[src/rtl/dual_plate_center_of_pressure_defines.svh]
// Assertion macros shared by the dual-plate center of pressure RTL.
`ifndef DUAL_PLATE_CENTER_OF_PRESSURE_DEFINES_SVH
`define DUAL_PLATE_CENTER_OF_PRESSURE_DEFINES_SVH

`ifndef ASSERT_OFF
// Same-cycle implication, disabled while reset is asserted.
`define ASSERT_IMPLY(lbl, clk, rstn, ante, cons) \
    lbl: assert property (@(posedge clk) disable iff (!(rstn)) (ante) |-> (cons)) \
        else $error("assertion failed");
// Next-cycle implication, disabled while reset is asserted.
`define ASSERT_NEXT(lbl, clk, rstn, ante, cons) \
    lbl: assert property (@(posedge clk) disable iff (!(rstn)) (ante) |=> (cons)) \
        else $error("assertion failed");
`else
`define ASSERT_IMPLY(lbl, clk, rstn, ante, cons)
`define ASSERT_NEXT(lbl, clk, rstn, ante, cons)
`endif

`endif

[src/rtl/dpcop_pkg.sv]
// Types and constants shared by the dual-plate center of pressure blocks.
package dpcop_pkg;

    localparam int POS_W   = 20;
    localparam int FORCE_W = 16;
    localparam int TOTAL_W = 19;
    localparam int PSUM_W  = 18;

    localparam logic [POS_W-1:0]        POS_MAX_BITS = 20'h7FFFF;
    localparam logic [POS_W-1:0]        POS_MIN_BITS = 20'h80000;
    localparam logic [TOTAL_W-1:0]      HALF_FORCE   = 19'd8;

    localparam logic signed [POS_W-1:0] CFG_A_X_RST  = -20'sd4000;
    localparam logic signed [POS_W-1:0] CFG_A_Y_RST  = 20'sd0;
    localparam logic signed [POS_W-1:0] CFG_B_X_RST  = 20'sd4000;
    localparam logic signed [POS_W-1:0] CFG_B_Y_RST  = 20'sd0;

    // Input item kind
    typedef enum logic [1:0] {
        KIND_A    = 2'd0,
        KIND_B    = 2'd1,
        KIND_ZERO = 2'd2,
        KIND_NONE = 2'd3
    } t_kind;

    // Result channel
    typedef enum logic [1:0] {
        CH_LEFT  = 2'd0,
        CH_RIGHT = 2'd1,
        CH_COMB  = 2'd2
    } t_channel;

    // Configuration register index
    typedef enum logic [1:0] {
        CFG_A_X = 2'd0,
        CFG_A_Y = 2'd1,
        CFG_B_X = 2'd2,
        CFG_B_Y = 2'd3
    } t_cfg_index;

    typedef enum logic {
        JOB_PAIR = 1'b0,
        JOB_ZERO = 1'b1
    } t_job_kind;

    typedef enum logic [3:0] {
        S_IDLE  = 4'd0,
        S_SUM   = 4'd1,
        S_MUL   = 4'd2,
        S_NUM   = 4'd3,
        S_ABS   = 4'd4,
        S_OVF   = 4'd5,
        S_DIV   = 4'd6,
        S_FIN   = 4'd7,
        S_LEFT  = 4'd8,
        S_RIGHT = 4'd9,
        S_COMB  = 4'd10
    } t_back_state;

    typedef struct packed {
        logic signed [POS_W-1:0]     pos_x;
        logic signed [POS_W-1:0]     pos_y;
        logic [3:0][FORCE_W-1:0]     frc;
    } t_plate;

    typedef struct packed {
        t_job_kind kind;
        t_plate    a;
        t_plate    b;
    } t_job;

    typedef struct packed {
        t_channel                    channel;
        logic [POS_W-1:0]            x;
        logic [POS_W-1:0]            y;
        logic [3:0][FORCE_W-1:0]     frc;
        logic [TOTAL_W-1:0]          total;
        logic                        last;
    } t_result;

endpackage

[src/rtl/dpcop_queue.sv]
// Short job queue between the front end and the arithmetic back end.
`include "dual_plate_center_of_pressure_defines.svh"

module dpcop_queue #(
    parameter int DEPTH = 2
) (
    input  logic              i_clk,
    input  logic              i_rst_n,
    input  logic              i_push,
    input  dpcop_pkg::t_job   i_job,
    output logic              o_full,
    input  logic              i_pop,
    output logic              o_empty,
    output dpcop_pkg::t_job   o_head
);

    localparam int PTR_W = (DEPTH > 1) ? $clog2(DEPTH) : 1;
    localparam int CNT_W = $clog2(DEPTH + 1);
    localparam logic [PTR_W-1:0] PTR_LAST = PTR_W'(DEPTH - 1);
    localparam logic [CNT_W-1:0] CNT_FULL = CNT_W'(DEPTH);

    dpcop_pkg::t_job  r_mem [DEPTH];
    logic [PTR_W-1:0] r_wr_ptr;
    logic [PTR_W-1:0] r_rd_ptr;
    logic [CNT_W-1:0] r_count;

    assign o_full  = (r_count == CNT_FULL);
    assign o_empty = (r_count == '0);
    assign o_head  = r_mem[r_rd_ptr];

    // Advance pointers and fill count
    always_ff @(posedge i_clk) begin
        if (!i_rst_n) begin
            r_wr_ptr <= '0;
            r_rd_ptr <= '0;
            r_count  <= '0;
        end else begin
            if (i_push) begin
                r_wr_ptr <= (r_wr_ptr == PTR_LAST) ? '0 : r_wr_ptr + 1'b1;
            end
            if (i_pop) begin
                r_rd_ptr <= (r_rd_ptr == PTR_LAST) ? '0 : r_rd_ptr + 1'b1;
            end
            case ({i_push, i_pop})
                2'b10:   r_count <= r_count + 1'b1;
                2'b01:   r_count <= r_count - 1'b1;
                default: r_count <= r_count;
            endcase
        end
    end

    // Store jobs
    always_ff @(posedge i_clk) begin
        if (i_push) begin
            r_mem[r_wr_ptr] <= i_job;
        end
    end

    `ASSERT_IMPLY(a_no_push_full, i_clk, i_rst_n, i_push, !o_full)
    `ASSERT_IMPLY(a_no_pop_empty, i_clk, i_rst_n, i_pop, !o_empty)
    `ASSERT_NEXT(a_count_up, i_clk, i_rst_n, i_push && !i_pop, r_count == $past(r_count) + 1'b1)

endmodule

[config.mk]
export PLATFORM = sky130hd
export DESIGN_NAME = dpcop_queue
export DESIGN_NICKNAME = d
export VERILOG_FILES = /design/src/rtl/dpcop_pkg.sv /design/src/rtl/dpcop_queue.sv
export VERILOG_INCLUDE_DIRS = /design/src /design/src/rtl
export SDC_FILE = /design/constraint.sdc
export NUM_CORES = 1
export LEC_CHECK = 0
export ABC_AREA = 1
export BUFFER_PORTS_ARGS = -buffer_cell sky130_fd_sc_hd__buf_2
export CAP_MARGIN = 40
export CORE_AREA = 10 10 187 189
export CTS_BUF_LIST = sky130_fd_sc_hd__clkbuf_4 sky130_fd_sc_hd__clkbuf_8
export DETAILED_ROUTE_END_ITERATION = 7
export DIE_AREA = 0 0 197 199
export MAX_ROUTING_LAYER = met4
export PLACE_DENSITY = 0.82
export REMOVE_ABC_BUFFERS = 1
export SLEW_MARGIN = 20
export SYNTH_ARGS = -nofsm -noshare
export SYNTH_HDL_FRONTEND = slang
export SYNTH_SLANG_ARGS = --single-unit
[constraint.sdc]
create_clock -name i_clk -period 13.3 [get_ports i_clk]
set_input_delay 2.66 -clock i_clk [delete_from_list [all_inputs] [get_ports i_clk]]
set_output_delay 2.66 -clock i_clk [all_outputs]
set_load 0.02 [all_outputs]
==> out/results.ini, run 1 <==
[status]
outcome=completed

[logic_synthesis]
seq_area_frac_synth_pct=80.4
avgSynthCellArea_um2=23.0
ys.warnings.count=0
synth.cell_area_um2=15700
syn_inst=685
synthDistinctLibCells=15
synth_seq_cells=423

[clocking]
numCtsBuffers=70
tritoncts=done
cts_root_buffer=clkbuf_8
insertion_delay_ps=570
path_clk_slew_ps=50
clock-sinks=423
ctsResizeCount=0
clockBufferDepth=3
cts-hold-fix-buffers=0
cts_setup_buffers=0
cts.htree.levels=3

[setup_path]
r2r-start=r_wr_ptr
regToRegEndpoint=r_mem[1][146]
path_cells=buf_12 > buf_12 > buf_16 > mux2_2 > buf_2
required_ps=10640
path_class=flip-flop to primary output
crit_fanout=100
worstSetupStartpointType=flip-flop
slowest_stage=dfxtp_4
endpoint_kind=primary output
path_common_cell=buf_12
reg2reg_depth=4
crit_end=o_head[56]
cp.arrival_ps=3020
reg2reg_slack_ps=11260
max_stage_delay_ps=580

[place]
dp_hpwl_mm=25.1
portBuffers=423
place.gp.congestion=0.788
pre_cts_ws_ps=8130

[final_layout]
areaGrowthSynthToFinish_pct=25.6
nFillCells=2186
final_cell_mix=buf_2, edfxtp_1, mux2_2
multi_input_area_um2=2840
final_common_cell=buf_2
register_area_um2=12700
drive_gt1_share_pct=62.1
layout.nets=1383

[power]
leakage_nw=7.70
ir_drop_mv=0.105
p_int_mw=2.33
clockPowerShare_pct=37.0
comb_power_share_pct=11.2
powerDensity_nw_per_um2=153
swShare_pct=23.0
p_seq_share_pct=51.8
p_sw_mw=0.697

[global_routing]
track_usage_pct=18.0
grt_max_degree=163
grt_pass1_vias=8799
grt_pass1_wl_mm=51.9
overflow=0
grt_antenna_before_repair=13

[timing]
fin_crit_ps=5680
rsz0062_at_grt=false
max_freq_mhz=176
whs_ps=520
setup_violations=0
fin_tns_setup_ps=0
worst_slack_ps=7620
report.final.slew_viol_count=0
hold_viol_final=0
tightest_slew_ps=677
timing.final.crit_share_pct=42.7
skew_ps=33.3
relSlewSlack_pct=54.9

[drt]
vias=8171
drc=0
drtPass1Iterations=4
wl_mm=35.9
ant_nets=0
via_per_inst=5.02
drtIter0Drc=410
routedWlPerCell_um=22.0

[floorplan]
dieArea_um2=39200
die_w_um=197
core_um2=31200
num_rows=65
die_h_um=199
io_pins=424
start_util_pct=50.4

[min_path]
hp-class=flip-flop to flip-flop
holdCritStartpoint=r_rd_ptr

[flow_run]
drv_cap=0

[cell families (layout without fill, tap and decap cells)]
group	count (synthesis)	in the layout	share of synthesized area (%)
AO/OA/AOI/OAI	2	2	0.0635
AND/OR/NAND/NOR	21	21	0.517
adder cells (fa/ha/maj)	1	1	0.0795
flip-flops	423	423	80.4
other	0	13	0
multiplexers	209	209	17.3
buffers and inverters	29	558	1.61
[power by group through the flow]
stage	Sequential (mW)	Clock [mW]	Combinational, mW
6_report	1.57	1.12	0.340
3_3_place_gp	1.59	0	0.327
4_1_cts	1.57	1.15	0.341
5_1_grt	1.57	1.22	0.361
2_1_floorplan	1.62	0	0.215
3_5_place_dp	1.60	0	0.339
[how the worst min path moves through the flow]
| stage | endpoint | cells past startpoint |
|---|---|---|
| 2_1_floorplan | flip-flop | 2 |
| 3_3_place_gp | r_rd_ptr | 2 |
| 3_5_place_dp | r_rd_ptr | 2 |
| 4_1_cts | r_rd_ptr | 2 |
| 5_1_grt | r_count[1] | 2 |
| 6_report | r_rd_ptr | 2 |
[worst max-delay path: cells and delay by family, from the launching register on]
family	cells	cell delay [ps]
flops	1	580
buf+inv	4	1230
mux	1	430
[sequential cells by signal, indices dropped and copies added, names as in the netlist, named ones only]
| name | flops |
|---|---|
| r_count | 2 |
| r_wr_ptr | 1 |
| r_mem | 418 |
| r_rd_ptr | 1 |
[area by class of cell]
cell class | count | area share (%)
diodes | 13 | 0.165
clock buffers | 95 | 5.86
clock inverters | 22 | 1.06
inverters | 6 | 0.152
multi-input cells | 233 | 14.4
flip-flops and latches | 423 | 64.0
well taps | 402 | 2.54
repair buffers | 435 | 11.8
[cells in the mapped netlist]
master / instances / area, um2
nand2_1: 8 / 30.0
o21ai_0: 1 / 5.00
buf_4: 1 / 7.51
buf_8: 10 / 150
buf_2: 10 / 50.1
inv_1: 6 / 22.5
a21oi_1: 1 / 5.00
mux2_4: 100 / 1500
dfxtp_1: 5 / 100
nor2_1: 12 / 45.0
edfxtp_1: 418 / 12600
ha_1: 1 / 12.5
mux2_2: 109 / 1230
buf_6: 2 / 22.5
nand4_1: 1 / 6.26
[through the flow]
stage	std cells	total power, mW	cell area (um2)	util [%]
floorplan	662	1.83	15500	-
finish	1629	3.02	19800	63.3
global route	1628	3.15	19800	63.3
detailed placement	1497	1.94	18300	58.7
CTS	1614	3.06	19700	63.0
global placement	1492	1.92	18200	58.3
[layer usage]
| layer | up-vias | share of wire, % | GRT usage [%] |
|---|---|---|---|
| met5 | - | 0 | - |
| met4 | 0 | 1.8 | 5.75 |
| met3 | 55 | 9.6 | 7.38 |
| met2 | 343 | 53 | 30.3 |
| met1 | 4052 | 36 | 19.1 |
| li1 | 3721 | - | - |
Note: power is estimated with default switching activity, not from simulation.
==> run 2, diff against run 1 <==
==> constraint.sdc (replaced) <==
create_clock -name i_clk -period 5.5 [get_ports i_clk]
set_input_delay 1.1 -clock i_clk [delete_from_list [all_inputs] [get_ports i_clk]]
set_output_delay 1.1 -clock i_clk [all_outputs]
set_load 0.02 [all_outputs]
==> run 2 against run 1 <==
  * Clock power up 130%
  * Register-to-register slack worse by 8000 ps
  * Global-route usage about the same
  * Final cell count up 0.18%
  * Die area unchanged
  * Critical path depth down 1
  * Count of clock-buffer cells in the layout down 1
  * Combinational power up 140%
==> out/results.ini, run 2 (same netlist as run 1, synthesis figures left out) <==
[power]
p_sw_mw=1.69  ; +140%
comb_power_share_pct=11.3  ; about the same
powerDensity_nw_per_um2=366  ; +140%
clockPowerShare_pct=36.1  ; -0.9 points
p_int_mw=5.52  ; +140%
p_seq_share_pct=52.6  ; +0.8 points
ir_drop_mv=0.253  ; +140%
leakage_nw=7.66  ; -0.51%
swShare_pct=23.5  ; +0.40 points

[floorplan]
die_w_um=197  ; unchanged
dieArea_um2=39200  ; unchanged
num_rows=65  ; unchanged
core_um2=31200  ; unchanged
die_h_um=199  ; unchanged
io_pins=424  ; unchanged
start_util_pct=50.4  ; unchanged

[setup_path]
required_ps=4400  ; -6240 ps
slowest_stage=dfxtp_4
path_buf_inv=3  ; -1
path_class=flip-flop to primary output
reg2reg_slack_ps=3260  ; -8000 ps
endpoint_kind=primary output
path_cells=buf_16 > buf_12 > mux2_2 > buf_2
crit_fanout=49  ; -51%
max_stage_delay_ps=700  ; +120 ps
critical_path.top_delay_family=buffers and inverters
worstSetupStartpointType=flip-flop
cp.arrival_ps=2540  ; -480 ps

[drt]
ant_nets=0  ; unchanged
drtIter0Drc=386  ; -5.9%
drc=0  ; unchanged
drtPass1Iterations=4  ; unchanged
routedWlPerCell_um=21.9  ; -0.43%
via_per_inst=5.05  ; +0.77%
wl_mm=35.8  ; -0.25%
vias=8249  ; +0.95%

[global_routing]
track_usage_pct=18.0  ; about the same
grt_antenna_before_repair=13  ; unchanged
grt_pass1_wl_mm=52.1  ; +0.52%
grt_pass1_vias=8753  ; -0.52%
grt_max_degree=92  ; -44%
overflow=0  ; unchanged

[timing]
whs_ps=514  ; -5.47 ps
skew_ps=18.4  ; -14.9 ps
max_freq_mhz=275
hold_viol_final=0  ; unchanged
timing.final.crit_share_pct=66.2
relSlewSlack_pct=62.7  ; +7.9 points
report.final.slew_viol_count=0  ; unchanged
worst_slack_ps=1860  ; -5770 ps
rsz0062_at_grt=false
setup_violations=0  ; unchanged
fin_crit_ps=3640
tightest_slew_ps=559  ; -118 ps

[place]
place.gp.congestion=0.766  ; -2.8%
pre_cts_ws_ps=2410  ; -5720 ps
portBuffers=423  ; unchanged
dp_hpwl_mm=24.8  ; -1.2%

[final_layout]
final_util_pct=63.1  ; -0.24 points
final_common_cell=buf_2
layout.nets=1381  ; -0.14%
regMostFlops=r_mem
final_cell_mix=buf_2, edfxtp_1, mux2_2
largest_reg_flops=418  ; unchanged
nFillCells=2195  ; +0.41%
drive_gt1_share_pct=61.5  ; -0.60 points
areaGrowthSynthToFinish_pct=25.1
largestRegisters=r_mem: 418 flops, r_count: 2 flops

[min_path]
hp-class=flip-flop to flip-flop

[clocking]
cts.htree.levels=3  ; unchanged
path_clk_slew_ps=60  ; about the same
ctsResizeCount=0  ; unchanged
clockBufferDepth=3  ; unchanged
cts-hold-fix-buffers=0  ; unchanged
numCtsBuffers=68  ; -2.9%
cts_root_buffer=clkbuf_8
insertion_delay_ps=550  ; -20 ps
cts_setup_buffers=0  ; unchanged
tritoncts=done
clock-sinks=423  ; unchanged

[flow_run]
drv_cap=0  ; unchanged

[status]
outcome=completed

-- run 2: cell count changes in the layout (fill, tap and decap cells not counted), sizes merged --
cell,delta
bufinv,-2
clkinv,+5
clkbuf,-1
diode,+1
-- run 2: path summary, 6_finish.rpt --
| check | start | end | cells past startpoint |
|---|---|---|---|
| min | r_rd_ptr | flip-flop | 2 |
| max | flip-flop | o_head[10] | 4 |
| min reg2reg | r_rd_ptr | flip-flop | 2 |
| max reg2reg | r_wr_ptr | r_mem[1][180] | 4 |
-- run 2: worst reg2reg max path: stages, from the launching register on --
cell,delay (ps)
dfxtp_1,400
nand2_1,180
inv_8,410
buf_16,360
buf_4,530
-- run 2: area by class of cell --
class | instances | area (um2) | share of cell area [%]
inverter | 6 | 30.0 | 0.152
sequential | 423 | 12700 | 64.3
timing repair buffer | 435 | 2320 | 11.8
tap | 402 | 503 | 2.55
multi-input combinational | 233 | 2840 | 14.4
clock buffer | 94 | 1140 | 5.81
clock inverter | 25 | 168 | 0.851
antenna | 14 | 35.0 | 0.178
-- run 2: metal layers --
layer  part of all wire (%)  vias up  wire (um)  GRT usage, %
met5                      0        -          0             -
met4                    2.5        0        902          7.21
met3                    9.3       73       3340          6.91
met2                     51      376      18400          29.4
met1                     37     4080      13100          19.6
li1                       -     3720          -             -
-- run 2: metrics by stage --
| stage | instance area (um2) | power (mW) | TNS (ps) | instances |
|---|---|---|---|---|
| floorplan | 15500 | 4.43 | -1706710 | 662 |
| global placement | 18300 | 4.64 | 0 | 1496 |
| detailed placement | 18300 | 4.68 | 0 | 1499 |
| CTS | 19700 | 7.30 | 0 | 1618 |
| global route | 19700 | 7.51 | 0 | 1631 |
| finish | 19700 | 7.21 | 0 | 1632 |
-- run 2: power by group through the flow --
| stage | Sequential (mW) | Combinational, mW | Clock [mW] |
|---|---|---|---|
| after floorplan | 3.91 | 0.521 | 0 |
| after global placement | 3.86 | 0.788 | 0 |
| after detailed placement | 3.86 | 0.822 | 0 |
| after CTS | 3.79 | 0.827 | 2.68 |
| after global routing | 3.80 | 0.865 | 2.84 |
| final | 3.79 | 0.815 | 2.60 |
