**config.mk**
```make
export PLATFORM = sky130hd
export DESIGN_NAME = dpcop_front
export DESIGN_NICKNAME = d
export VERILOG_FILES = /design/src/rtl/dual_plate_center_of_pressure_defines.svh /design/src/rtl/dpcop_pkg.sv /design/src/rtl/dpcop_front.sv
export SDC_FILE = /design/constraint.sdc
export NUM_CORES = 1
export LEC_CHECK = 0
export ABC_AREA = 1
export ABC_CLOCK_PERIOD_IN_PS = 4310
export BUFFER_PORTS_ARGS = -buffer_cell sky130_fd_sc_hd__buf_2
export CORE_MARGIN = 2
export CORE_UTILIZATION = 54
export DETAILED_ROUTE_END_ITERATION = 6
export PLACE_DENSITY_LB_ADDON = 0.12
export RECOVER_POWER = 50
export SYNTH_ARGS = -nofsm -noshare
export SYNTH_HDL_FRONTEND = slang
export SYNTH_SLANG_ARGS = --single-unit
```
**constraint.sdc**
```tcl
create_clock -name i_clk -period 4.31 [get_ports i_clk]
set_input_delay 0.431 -clock i_clk [delete_from_list [all_inputs] [get_ports i_clk]]
set_output_delay 0.431 -clock i_clk [all_outputs]
set_load 0.1 [all_outputs]
```
**src/rtl/dual_plate_center_of_pressure_defines.svh**
```systemverilog
// Assertion macros shared by the dual-plate center of pressure RTL.
`ifndef DUAL_PLATE_CENTER_OF_PRESSURE_DEFINES_SVH
`define DUAL_PLATE_CENTER_OF_PRESSURE_DEFINES_SVH

`ifndef ASSERT_OFF
// Same-cycle implication, disabled while reset is asserted.
`define ASSERT_IMPLY(lbl, clk, rstn, ante, cons) \
    lbl: assert property (@(posedge clk) disable iff (!(rstn)) (ante) |-> (cons)) \
        else $error("assertion failed");
// Next-cycle implication, disabled while reset is asserted.
`define ASSERT_NEXT(lbl, clk, rstn, ante, cons) \
    lbl: assert property (@(posedge clk) disable iff (!(rstn)) (ante) |=> (cons)) \
        else $error("assertion failed");
`else
`define ASSERT_IMPLY(lbl, clk, rstn, ante, cons)
`define ASSERT_NEXT(lbl, clk, rstn, ante, cons)
`endif

`endif

```
**src/rtl/dpcop_pkg.sv**
```systemverilog
// Types and constants shared by the dual-plate center of pressure blocks.
package dpcop_pkg;

    localparam int POS_W   = 20;
    localparam int FORCE_W = 16;
    localparam int TOTAL_W = 19;
    localparam int PSUM_W  = 18;

    localparam logic [POS_W-1:0]        POS_MAX_BITS = 20'h7FFFF;
    localparam logic [POS_W-1:0]        POS_MIN_BITS = 20'h80000;
    localparam logic [TOTAL_W-1:0]      HALF_FORCE   = 19'd8;

    localparam logic signed [POS_W-1:0] CFG_A_X_RST  = -20'sd4000;
    localparam logic signed [POS_W-1:0] CFG_A_Y_RST  = 20'sd0;
    localparam logic signed [POS_W-1:0] CFG_B_X_RST  = 20'sd4000;
    localparam logic signed [POS_W-1:0] CFG_B_Y_RST  = 20'sd0;

    // Input item kind
    typedef enum logic [1:0] {
        KIND_A    = 2'd0,
        KIND_B    = 2'd1,
        KIND_ZERO = 2'd2,
        KIND_NONE = 2'd3
    } t_kind;

    // Result channel
    typedef enum logic [1:0] {
        CH_LEFT  = 2'd0,
        CH_RIGHT = 2'd1,
        CH_COMB  = 2'd2
    } t_channel;

    // Configuration register index
    typedef enum logic [1:0] {
        CFG_A_X = 2'd0,
        CFG_A_Y = 2'd1,
        CFG_B_X = 2'd2,
        CFG_B_Y = 2'd3
    } t_cfg_index;

    typedef enum logic {
        JOB_PAIR = 1'b0,
        JOB_ZERO = 1'b1
    } t_job_kind;

    typedef enum logic [3:0] {
        S_IDLE  = 4'd0,
        S_SUM   = 4'd1,
        S_MUL   = 4'd2,
        S_NUM   = 4'd3,
        S_ABS   = 4'd4,
        S_OVF   = 4'd5,
        S_DIV   = 4'd6,
        S_FIN   = 4'd7,
        S_LEFT  = 4'd8,
        S_RIGHT = 4'd9,
        S_COMB  = 4'd10
    } t_back_state;

    typedef struct packed {
        logic signed [POS_W-1:0]     pos_x;
        logic signed [POS_W-1:0]     pos_y;
        logic [3:0][FORCE_W-1:0]     frc;
    } t_plate;

    typedef struct packed {
        t_job_kind kind;
        t_plate    a;
        t_plate    b;
    } t_job;

    typedef struct packed {
        t_channel                    channel;
        logic [POS_W-1:0]            x;
        logic [POS_W-1:0]            y;
        logic [3:0][FORCE_W-1:0]     frc;
        logic [TOTAL_W-1:0]          total;
        logic                        last;
    } t_result;

endpackage

```
**src/rtl/dpcop_front.sv**
```systemverilog
// Front end: accepts beats, holds plate samples and issues pair and zeroing jobs.
module dpcop_front (
    input  logic               i_clk,
    input  logic               i_rst_n,
    input  logic               i_in_valid,
    output logic               o_in_stall,
    input  logic [1:0]         i_kind,
    input  dpcop_pkg::t_plate  i_plate,
    input  logic               i_q_full,
    output logic               o_push,
    output dpcop_pkg::t_job    o_job
);

    dpcop_pkg::t_plate r_a, n_a;
    dpcop_pkg::t_plate r_b, n_b;
    logic              r_pend_a, n_pend_a;
    logic              r_pend_b, n_pend_b;
    logic              accept;

    // Take a beat whenever the job queue has room
    assign o_in_stall = i_q_full;
    assign accept     = i_in_valid && !i_q_full;

    // Classify the beat: hold the sample, emit a job once both plates are pending
    always_comb begin
        n_a      = r_a;
        n_b      = r_b;
        n_pend_a = r_pend_a;
        n_pend_b = r_pend_b;
        o_push   = 1'b0;
        o_job    = '{kind: dpcop_pkg::JOB_PAIR, a: r_a, b: r_b};
        if (accept) begin
            case (dpcop_pkg::t_kind'(i_kind))
                dpcop_pkg::KIND_A: begin
                    n_a      = i_plate;
                    n_pend_a = 1'b1;
                    if (r_pend_b) begin
                        o_push   = 1'b1;
                        o_job.a  = i_plate;
                        n_pend_a = 1'b0;
                        n_pend_b = 1'b0;
                    end
                end
                dpcop_pkg::KIND_B: begin
                    n_b      = i_plate;
                    n_pend_b = 1'b1;
                    if (r_pend_a) begin
                        o_push   = 1'b1;
                        o_job.b  = i_plate;
                        n_pend_a = 1'b0;
                        n_pend_b = 1'b0;
                    end
                end
                dpcop_pkg::KIND_ZERO: begin
                    o_push     = 1'b1;
                    o_job.kind = dpcop_pkg::JOB_ZERO;
                end
                default: begin
                    o_push = 1'b0;
                end
            endcase
        end
    end

    // Pending flags
    always_ff @(posedge i_clk) begin
        if (!i_rst_n) begin
            r_pend_a <= 1'b0;
            r_pend_b <= 1'b0;
        end else begin
            r_pend_a <= n_pend_a;
            r_pend_b <= n_pend_b;
        end
    end

    // Held samples
    always_ff @(posedge i_clk) begin
        r_a <= n_a;
        r_b <= n_b;
    end

endmodule

```
==> impl_metrics.sql, run 1 <==
INSERT INTO impl_metrics (metric_group, metric, value, unit) VALUES
('run_status', 'outcome', 'complete, no violations', ''),
('critical_path', 'timing.critical_path.slowest_cell_delay', '0.87', 'ns'),
('placement', 'dpl.cell_count', '1418', ''),
('finish', 'layout-area-overhead-vs-synth', '24.3', '%'),
('global_routing', 'grt_pass1_wl', '37.5', 'mm'),
('power_and_ir_drop', 'static-leakage-power', '5.09', 'nW'),
('clock_tree', 'cts_tree', 'done', ''),
('floorplanning', 'fp.dieArea', '0.0185', 'sq mm'),
('critical_path', 'path_max_fanout', '88', ''),
('critical_path', 'path_cells', 'clkbuf_1 -> nor2_1 -> clkinv_1 -> nor2_1 -> buf_12 -> nand3_1 -> nand2_1 -> buf_2', ''),
('detailed_routing', 'drt-total-wl', '24.9', 'mm'),
('synthesis', 'yosys-mux-area-fraction', '0', ''),
('job', 'max_cap_viols', '0', ''),
('synthesis', 'avgSynthCellArea', '10.1', 'sq um'),
('floorplanning', 'core_area', '0.0172', 'sq mm'),
('critical_path', 'data_arrival_time_of_the_critical_path', '3.14', 'ns'),
('clock_tree', 'htree_num_levels', '1', ''),
('synthesis', 'yosys.area_share.adder', '0', ''),
('synthesis', 'post_synthesis_simple_gate_area_fraction', '0.287', ''),
('finish', 'post_route_cell_area', '0.0117', 'sq mm'),
('power_and_ir_drop', 'vdd_ir_drop_max', '0.349', 'mV'),
('synthesis', 'syn_area', '0.00939', 'sq mm'),
('clock_tree', 'clkSinkCount', '210', ''),
('critical_path', 'criticalPathCategory', 'input port to primary output', ''),
('floorplanning', 'chipWidth', '136', 'um'),
('timing', 'final_hold_vio_count', '0', ''),
('clock_tree', 'cts_inserted_buffers', '22', ''),
('global_routing', 'grt-ovfl-total', '0', ''),
('critical_path', 'worstPathBufferInverterCount', '4', ''),
('timing', 'timing.clock.skew', '0.000243', 'ns'),
('synthesis', 'synth-compound-area-share', '0.00213', ''),
('timing', 'max_clock_freq', '280', 'MHz'),
('timing', 'finalCriticalPeriod', '3.57', 'ns'),
('detailed_routing', 'drt.antenna.violating_nets', '0', ''),
('floorplanning', 'rows', '48', ''),
('global_routing', 'antenna_found_initial', '0', ''),
('floorplanning', 'ios', '321', ''),
('placement', 'placed_area', '0.0111', 'sq mm'),
('critical_path', 'crit_path_start_kind', 'input port', ''),
('detailed_routing', 'routed_via_density', '5.29', ''),
('finish', 'stdcell_count', '1456', ''),
('detailed_routing', 'drc', '0', ''),
('placement', 'port-buffer-count', '320', ''),
('detailed_routing', 'initial_drc_count', '667', ''),
('finish', 'antennaDiodeCount', '0', ''),
('critical_path', 'setup.worst_path.end_class', 'primary output', ''),
('synthesis', 'synth.net_count', '1041', ''),
('placement', 'place.detailed.hpwl', '15.6', 'mm'),
('synthesis', 'yosysWarnings', '0', ''),
('finish', 'layout.cells.most_common_list', 'nand2_1, buf_2, nand3_1', ''),
('global_routing', 'first_global_vias', '6880', ''),
('synthesis', 'synth_seq_cells', '210', ''),
('clock_tree', 'clockRootBuffer', 'clkbuf_16', ''),
('global_routing', 'grt_max_degree', '118', ''),
('synthesis', 'post_synth_inst_count', '931', ''),
('power_and_ir_drop', 'total_power', '5.01', 'mW'),
('timing', 'tightest_slew', '1.14', 'ns'),
('synthesis', 'main_combinational_cell_family_by_area_after_synthesis', 'simple AND/OR/NAND/NOR gates', ''),
('timing', 'setup_violations', '0', ''),
('timing', 'setup_repair_after_global_routing_missed_its_margin', 'false', ''),
('finish', 'finalNetCount', '1327', ''),
('timing', 'final.hold.worst_slack', '0.197', 'ns'),
('clock_tree', 'postCtsResizedCells', '0', ''),
('clock_tree', 'ctsHoldBuffers', '0', ''),
('timing', 'drv_slew', '0', ''),
('critical_path', 'path_common_cell', 'nor2_1', ''),
('synthesis', 'synthDistinctLibCells', '18', ''),
('critical_path', 'crit_path_top_delay_cell', 'nor2_1', ''),
('detailed_routing', 'routed_wire_length_per_instance', '17.1', 'um'),
('clock_tree', 'clk_pin_slew_worst_paths', '0.06', 'ns'),
('clock_tree', 'clock_latency', '0.49', 'ns');
[cells by family after synthesis]
| group | count (synthesis) |
|---|---|
| AO/OA/AOI/OAI | 4 |
| buffers and inverters | 77 |
| flip-flops | 210 |
| AND/OR/NAND/NOR | 640 |
[metal layers]
metal	vias up	global-route usage	wire, um	part of all wire
met2	348	0.410	11800	0.48
met5	-	0	0	0
met4	0	0.0671	524	0.021
met1	3566	0.359	10000	0.40
met3	41	0.0723	2480	0.10
li1	3744	-	-	-
[final timing paths]
path,endpoint,slack (ns),cells past startpoint
worst max-delay path,o_job[167],0.74,8
worst min-delay path,r_pend_b$_SDFFE_PN0P_,0.20,3
worst max register to register,r_pend_a$_SDFFE_PN0P_,2.44,4
worst min register to register,r_pend_a$_SDFFE_PN0P_,0.93,3
[registers in the layout (all words and copies together), names as in the netlist]
signal,flops
r_pend_b,1
r_pend_a,1
r_b,104
r_a,104
[per-stage QoR]
| step | setup WS (ns) | utilization |
|---|---|---|
| after global routing | 0.566 | 0.680 |
| after floorplan | 0.914 | - |
| after detailed placement | 1.53 | 0.645 |
| after CTS | 1.13 | 0.688 |
| after global placement | 1.59 | 0.645 |
| final | 0.740 | 0.680 |
[power breakdown]
| part | leakage (nW) | switching (mW) | internal [mW] |
|---|---|---|---|
| sequential | 1.91 | 0.0214 | 2.31 |
| combinational | 2.83 | 0.637 | 0.0969 |
| clock | 0.359 | 0.743 | 1.20 |
[area by class of cell]
class	count	area, sq um	area share
clock buffer	25	583	0.0500
timing repair buffer	331	1620	0.138
inverter	8	30.0	0.00257
clock inverter	13	155	0.0133
tap	225	282	0.0241
sequential	210	6290	0.539
multi-input combinational	644	2710	0.233
[cell usage after synthesis]
cell type	n	area, sq um
nand2_1	419	1570
nand3_1	212	1060
edfxtp_1	208	6250
buf_2	26	130
clkbuf_1	24	90.1
buf_4	7	52.6
buf_1	6	22.5
buf_6	6	67.6
inv_1	5	18.8
a21oi_1	3	15.0
inv_2	3	11.3
dfxtp_1	2	40.0
nand2_2	2	12.5
nor2_1	2	7.51
nor2_2	2	12.5
nor2_4	2	22.5
nor3_1	1	5.00
o21ai_0	1	5.00
[worst reg2reg max path: stages (launching register included)]
cell,delay (ns)
dfxtp_4,0.79
buf_4,0.69
inv_1,0.12
nand3_1,0.10
a21oi_1,0.06
No activity file was read; power rests on OpenSTA's default activity.
==> run 2: changes to the inputs <==
--- a/config.mk
+++ b/config.mk
@@ -6,10 +6,10 @@
 export NUM_CORES = 1
 export LEC_CHECK = 0
 export ABC_AREA = 1
-export ABC_CLOCK_PERIOD_IN_PS = 4310
+export ABC_CLOCK_PERIOD_IN_PS = 3050
 export BUFFER_PORTS_ARGS = -buffer_cell sky130_fd_sc_hd__buf_2
 export CORE_MARGIN = 2
-export CORE_UTILIZATION = 54
+export CORE_UTILIZATION = 46
 export DETAILED_ROUTE_END_ITERATION = 6
 export PLACE_DENSITY_LB_ADDON = 0.12
 export RECOVER_POWER = 50
==> constraint.sdc (replaced) <==
create_clock -name i_clk -period 3.05 [get_ports i_clk]
set_input_delay 0.305 -clock i_clk [delete_from_list [all_inputs] [get_ports i_clk]]
set_output_delay 0.305 -clock i_clk [all_outputs]
set_load 0.1 [all_outputs]
==> impl_metrics.sql, run 2 (synthesis gave the netlist of run 1 again) <==
INSERT INTO impl_metrics (metric_group, metric, value, unit) VALUES
('power_and_ir_drop', 'power.switching', '1.99', 'mW'),
('floorplanning', 'core_area', '0.0201', 'sq mm'),
('timing', 'final_hold_vio_count', '0', ''),
('floorplanning', 'ios', '321', ''),
('clock_tree', 'htree_num_levels', '1', ''),
('clock_tree', 'cts_tree', 'done', ''),
('global_routing', 'grt_max_degree', '126', ''),
('finish', 'reg_top3', 'r_a x104, r_b x104', ''),
('timing', 'setup_violations', '0', ''),
('power_and_ir_drop', 'power.share.switching', '0.292', ''),
('clock_tree', 'clkSinkCount', '210', ''),
('finish', 'utilization', '0.611', ''),
('finish', 'finalNetCount', '1331', ''),
('power_and_ir_drop', 'vdd_ir_drop_max', '0.414', 'mV'),
('detailed_routing', 'detailroute.via_count', '7672', ''),
('critical_path', 'crit_path_start_kind', 'input port', ''),
('placement', 'dpl.cell_count', '1466', ''),
('finish', 'final_common_cell', 'nand2_1', ''),
('global_routing', 'antenna_found_initial', '1', ''),
('timing', 'final.setup.tns', '0', 'ns'),
('clock_tree', 'clock_latency', '0.50', 'ns'),
('finish', 'stdcell_count', '1501', ''),
('power_and_ir_drop', 'power-per-cell-area', '554', 'mW/mm^2'),
('floorplanning', 'chipWidth', '147', 'um'),
('clock_tree', 'postCtsResizedCells', '0', ''),
('timing', 'setup_repair_after_global_routing_missed_its_margin', 'false', ''),
('critical_path', 'setup.worst_path.end_class', 'primary output', ''),
('detailed_routing', 'initial_drc_count', '556', ''),
('critical_path', 'data_arrival_time_of_the_critical_path', '2.44', 'ns'),
('timing', 'layout_worst_path_cycle_share', '0.899', ''),
('critical_path', 'path_max_fanout', '35', ''),
('floorplanning', 'die_height', '147', 'um'),
('detailed_routing', 'routed_wire_length_per_instance', '17.1', 'um'),
('clock_tree', 'cts_inserted_buffers', '23', ''),
('clock_tree', 'post_cts_setup_bufs', '0', ''),
('timing', 'drv_slew', '0', ''),
('run_status', 'outcome', 'complete, no violations', ''),
('detailed_routing', 'drt-total-wl', '25.7', 'mm'),
('clock_tree', 'cts-root-to-sink-buffers', '3', ''),
('detailed_routing', 'drt.antenna.violating_nets', '0', ''),
('detailed_routing', 'drc', '0', ''),
('power_and_ir_drop', 'static-leakage-power', '5.29', 'nW'),
('critical_path', 'data_required_time_of_the_worst_path', '2.74', 'ns'),
('placement', 'gp_routability_congestion', '0.791', ''),
('detailed_routing', 'drt_pre_antenna_iters', '5', ''),
('finish', 'layout.cells.most_common_list', 'nand2_1, nand3_1, edfxtp_1', ''),
('timing', 'tightest_slew', '1.17', 'ns'),
('global_routing', 'grt.total_usage', '0.229', ''),
('min_path', 'min_path_cells', '3', ''),
('global_routing', 'first_global_vias', '7067', ''),
('finish', 'layout-drive-gt1-share', '0.212', ''),
('finish', 'n_fill_cell', '1770', ''),
('finish', 'layout-area-overhead-vs-synth', '30.8', '%'),
('floorplanning', 'fp.dieArea', '0.0216', 'sq mm'),
('min_path', 'hold_path_class', 'input port to flip-flop', ''),
('clock_tree', 'clk_pin_slew_worst_paths', '0.06', 'ns'),
('critical_path', 'timing.reg2reg.worst_path_depth', '4', ''),
('power_and_ir_drop', 'cell_internal_pwr', '4.82', 'mW'),
('floorplanning', 'rows', '52', ''),
('timing', 'max_clock_freq', '365', 'MHz'),
('timing', 'maxSlewHeadroom', '0.226', ''),
('power_and_ir_drop', 'share_clk_of_total_power', '0.353', ''),
('critical_path', 'criticalPathCategory', 'input port to primary output', ''),
('global_routing', 'grt-ovfl-total', '0', ''),
('global_routing', 'grt_pass1_wl', '39.6', 'mm'),
('power_and_ir_drop', 'total_power', '6.81', 'mW'),
('placement', 'place.detailed.hpwl', '16.3', 'mm'),
('floorplanning', 'start_util', '0.467', ''),
('power_and_ir_drop', 'p_seq_frac', '0.484', ''),
('clock_tree', 'ctsHoldBuffers', '0', ''),
('timing', 'finalCriticalPeriod', '2.74', 'ns'),
('detailed_routing', 'routed_via_density', '5.11', ''),
('placement', 'port-buffer-count', '320', ''),
('job', 'max_cap_viols', '0', ''),
('timing', 'timing.clock.skew', '0.00000389', 'ns'),
('clock_tree', 'clockRootBuffer', 'clkbuf_16', ''),
('power_and_ir_drop', 'comb_power_share', '0.163', '');
-- run 2: changes by cell type in the layout (fill, tap and decap cells not counted) --
cell	before	now
diode_2	0	1
bufinv_16	4	0
clkinv_1	9	1
clkbuf_1	107	113
nand2_2	1	0
buf_4	6	5
inv_1	5	6
buf_12	5	49
buf_2	215	173
clkinv_2	1	4
nand2_1	419	420
-- run 2: per-stage QoR --
stage / setup WS (ns) / hold slack, ns / instance area [sq um]
after floorplan: 0.270 / 0.404 / 9400
after detailed placement: 0.685 / 0.529 / 11800
after CTS: 0.321 / 0.00402 / 12400
after global placement: 0.698 / 0.522 / 11800
final: 0.309 / 0.0467 / 12300
after global routing: 0.152 / 0.0546 / 12300
-- run 2: layout make-up --
class / count / area (sq um) / area share
Antenna cell: 1 / 2.50 / 0.000204
Clock buffer: 29 / 598 / 0.0487
Clock inverter: 5 / 23.8 / 0.00194
Inverter: 8 / 30.0 / 0.00244
Multi-Input combinational cell: 644 / 2710 / 0.221
Sequential cell: 210 / 6290 / 0.512
Tap cell: 270 / 338 / 0.0275
Timing Repair Buffer: 334 / 2290 / 0.186
-- run 2: worst max-delay path: stages --
cell and delay (ns):
clkbuf_1 0.13, nor2_1 0.34, inv_2 0.06, nor2_1 0.40
buf_4 0.47, buf_4 0.28, nand3_1 0.10, nand2_1 0.15
buf_12 0.19
-- run 2: power groups by stage --
stage | combinational [mW] | sequential (mW) | clock (mW)
6_report | 1.11 | 3.30 | 2.40
2_1_floorplan | 0.807 | 3.35 | 0
4_1_cts | 1.13 | 3.30 | 2.46
3_5_place_dp | 1.13 | 3.36 | 0
5_1_grt | 1.15 | 3.31 | 2.57
3_3_place_gp | 1.13 | 3.35 | 0
-- run 2: worst paths after layout --
check | startpoint | end | slack [ns]
min | i_rst_n | r_pend_a$_SDFFE_PN0P_ | 0.05
max reg2reg | r_pend_a$_SDFFE_PN0P_ | r_pend_b$_SDFFE_PN0P_ | 1.58
max | i_kind[1] | o_job[178] | 0.31
min reg2reg | r_pend_b$_SDFFE_PN0P_ | r_pend_b$_SDFFE_PN0P_ | 0.94
-- run 2: metal layers --
metal	global-route usage	share of wire	up-vias
li1	-	-	3746
met1	0.316	0.41	3559
met2	0.370	0.49	324
met3	0.0463	0.082	43
met4	0.0673	0.026	0
met5	0	0	-
==> run 3: changes to the inputs <==
--- a/config.mk
+++ b/config.mk
@@ -6,10 +6,10 @@
 export NUM_CORES = 1
 export LEC_CHECK = 0
 export ABC_AREA = 1
-export ABC_CLOCK_PERIOD_IN_PS = 3050
+export ABC_CLOCK_PERIOD_IN_PS = 3300
 export BUFFER_PORTS_ARGS = -buffer_cell sky130_fd_sc_hd__buf_2
 export CORE_MARGIN = 2
-export CORE_UTILIZATION = 46
+export CORE_UTILIZATION = 54
 export DETAILED_ROUTE_END_ITERATION = 6
 export PLACE_DENSITY_LB_ADDON = 0.12
 export RECOVER_POWER = 50
==> constraint.sdc (replaced) <==
create_clock -name i_clk -period 3.3 [get_ports i_clk]
set_input_delay 0.33 -clock i_clk [delete_from_list [all_inputs] [get_ports i_clk]]
set_output_delay 0.33 -clock i_clk [all_outputs]
set_load 0.1 [all_outputs]
==> impl_metrics.sql, run 3 (synthesis gave the netlist of run 1 again) <==
INSERT INTO impl_metrics (metric_group, metric, value, unit) VALUES
('global_routing', 'antenna_found_initial', '0', ''),
('job', 'max_cap_viols', '0', ''),
('timing', 'timing.clock.skew', '0.0000460', 'ns'),
('finish', 'layout-drive-gt1-share', '0.215', ''),
('detailed_routing', 'initial_drc_count', '641', ''),
('finish', 'stdcell_count', '1462', ''),
('min_path', 'hold_path_class', 'input port to flip-flop', ''),
('power_and_ir_drop', 'vdd_ir_drop_max', '0.445', 'mV'),
('finish', 'post_route_cell_area', '0.0117', 'sq mm'),
('clock_tree', 'cts_tree', 'done', ''),
('power_and_ir_drop', 'cell_internal_pwr', '4.42', 'mW'),
('global_routing', 'grt-ovfl-total', '0', ''),
('timing', 'final.hold.worst_slack', '0.0683', 'ns'),
('detailed_routing', 'detailroute.via_count', '7842', ''),
('clock_tree', 'htree_num_levels', '1', ''),
('floorplanning', 'core_area', '0.0172', 'sq mm'),
('global_routing', 'grt_pass1_wl', '37.5', 'mm'),
('clock_tree', 'clkSinkCount', '210', ''),
('critical_path', 'data_arrival_time_of_the_critical_path', '2.55', 'ns'),
('power_and_ir_drop', 'power.switching', '1.83', 'mW'),
('timing', 'max_clock_freq', '347', 'MHz'),
('run_status', 'outcome', 'complete, no violations', ''),
('floorplanning', 'fp.dieArea', '0.0185', 'sq mm'),
('power_and_ir_drop', 'static-leakage-power', '5.09', 'nW'),
('detailed_routing', 'drc', '0', ''),
('timing', 'setup_violations', '0', ''),
('finish', 'final_common_cell', 'nand2_1', ''),
('finish', 'reg_top3', 'r_a x104, r_b x104', ''),
('detailed_routing', 'drt-total-wl', '24.9', 'mm'),
('placement', 'placed_area', '0.0112', 'sq mm'),
('placement', 'gp_routability_congestion', '0.785', ''),
('clock_tree', 'clockRootBuffer', 'clkbuf_16', ''),
('detailed_routing', 'drt.antenna.violating_nets', '0', ''),
('finish', 'n_fill_cell', '1478', ''),
('global_routing', 'grt_max_degree', '129', ''),
('timing', 'tightest_slew', '0.815', 'ns'),
('placement', 'port-buffer-count', '320', ''),
('critical_path', 'criticalPathCategory', 'input port to primary output', ''),
('finish', 'antennaDiodeCount', '0', ''),
('clock_tree', 'clk_pin_slew_worst_paths', '0.06', 'ns'),
('clock_tree', 'post_cts_setup_bufs', '0', ''),
('critical_path', 'data_required_time_of_the_worst_path', '2.97', 'ns'),
('power_and_ir_drop', 'comb_power_share', '0.154', ''),
('clock_tree', 'postCtsResizedCells', '0', ''),
('detailed_routing', 'routed_via_density', '5.36', ''),
('timing', 'maxSlewHeadroom', '0.455', ''),
('critical_path', 'crit_path_start_kind', 'input port', ''),
('timing', 'drv_slew', '0', ''),
('floorplanning', 'rows', '48', ''),
('power_and_ir_drop', 'share_clk_of_total_power', '0.357', ''),
('global_routing', 'first_global_vias', '6915', ''),
('power_and_ir_drop', 'total_power', '6.24', 'mW'),
('clock_tree', 'cts-root-to-sink-buffers', '3', ''),
('critical_path', 'setup.worst_path.end_class', 'primary output', ''),
('power_and_ir_drop', 'p_seq_frac', '0.489', ''),
('critical_path', 'path_max_fanout', '21', ''),
('clock_tree', 'ctsHoldBuffers', '0', ''),
('timing', 'finalCriticalPeriod', '2.88', 'ns'),
('finish', 'layout-area-overhead-vs-synth', '24.1', '%'),
('floorplanning', 'start_util', '0.547', ''),
('clock_tree', 'clock_latency', '0.50', 'ns'),
('finish', 'layout.cells.most_common_list', 'nand2_1, buf_2, nand3_1', ''),
('timing', 'setup_repair_after_global_routing_missed_its_margin', 'false', ''),
('floorplanning', 'die_height', '136', 'um'),
('timing', 'final.setup.tns', '0', 'ns'),
('timing', 'final_hold_vio_count', '0', ''),
('floorplanning', 'chipWidth', '136', 'um'),
('placement', 'dpl.cell_count', '1425', ''),
('power_and_ir_drop', 'power.share.switching', '0.292', ''),
('finish', 'finalNetCount', '1334', ''),
('floorplanning', 'ios', '321', ''),
('detailed_routing', 'routed_wire_length_per_instance', '17.0', 'um'),
('clock_tree', 'cts_inserted_buffers', '22', ''),
('timing', 'layout_worst_path_cycle_share', '0.873', ''),
('global_routing', 'grt.total_usage', '0.259', ''),
('detailed_routing', 'drt_pre_antenna_iters', '5', ''),
('power_and_ir_drop', 'power-per-cell-area', '536', 'mW/mm^2'),
('placement', 'place.detailed.hpwl', '15.9', 'mm');
-- run 3: cell count changes in the layout (fill, tap and decap cells not counted), sizes merged --
cell,delta
diode,-1
inv,-1
clkbuf,-3
clkinv,+6
buf,+5
-- run 3: final cells by class --
| class | instances | area [sq um] | share of cell area |
|---|---|---|---|
| tap | 225 | 282 | 0.0242 |
| clock inverter | 10 | 55.1 | 0.00472 |
| timing repair buffer | 338 | 1690 | 0.145 |
| multi-input combinational | 644 | 2710 | 0.233 |
| sequential | 210 | 6290 | 0.540 |
| inverter | 8 | 30.0 | 0.00258 |
| clock buffer | 27 | 591 | 0.0507 |
-- run 3: path summary, 6_finish.rpt --
path	startpoint	endpoint	slack (ns)	depth (start not counted)
setup / recovery	i_kind[1]	o_job[173]	0.42	8
hold / removal	i_rst_n	r_pend_b$_SDFFE_PN0P_	0.07	3
setup reg to reg	r_pend_b$_SDFFE_PN0P_	r_pend_a$_SDFFE_PN0P_	1.84	4
hold reg to reg	r_pend_a$_SDFFE_PN0P_	r_pend_a$_SDFFE_PN0P_	0.79	2
-- run 3: power by group through the flow --
| stage | clock network [mW] | logic (mW) | registers [mW] |
|---|---|---|---|
| 2_1_floorplan | 0 | 0.746 | 3.10 |
| 3_3_place_gp | 0 | 0.972 | 3.11 |
| 3_5_place_dp | 0 | 0.979 | 3.11 |
| 4_1_cts | 2.27 | 0.980 | 3.05 |
| 5_1_grt | 2.36 | 0.998 | 3.06 |
| 6_report | 2.23 | 0.959 | 3.05 |
-- run 3: layer usage --
metal,GRT usage,up-vias,wire length (um)
li1,-,3756,-
met1,0.360,3636,9880
met2,0.412,405,12000
met3,0.0641,45,2390
met4,0.0735,0,638
met5,0,-,0
-- run 3: metrics by stage --
| step | setup slack [ns] | util |
|---|---|---|
| after global placement | 0.955 | 0.650 |
| after detailed placement | 0.912 | 0.650 |
| after CTS | 0.521 | 0.687 |
| after floorplan | 0.106 | - |
| after global routing | 0.209 | 0.678 |
| final | 0.419 | 0.678 |
-- run 3: worst max-delay path: stages --
cell	delay, ns
clkbuf_1	0.11
nor2_1	0.28
clkinv_1	0.14
nor2_1	0.64
buf_4	0.40
nand3_1	0.10
nand2_1	0.11
buf_2	0.43
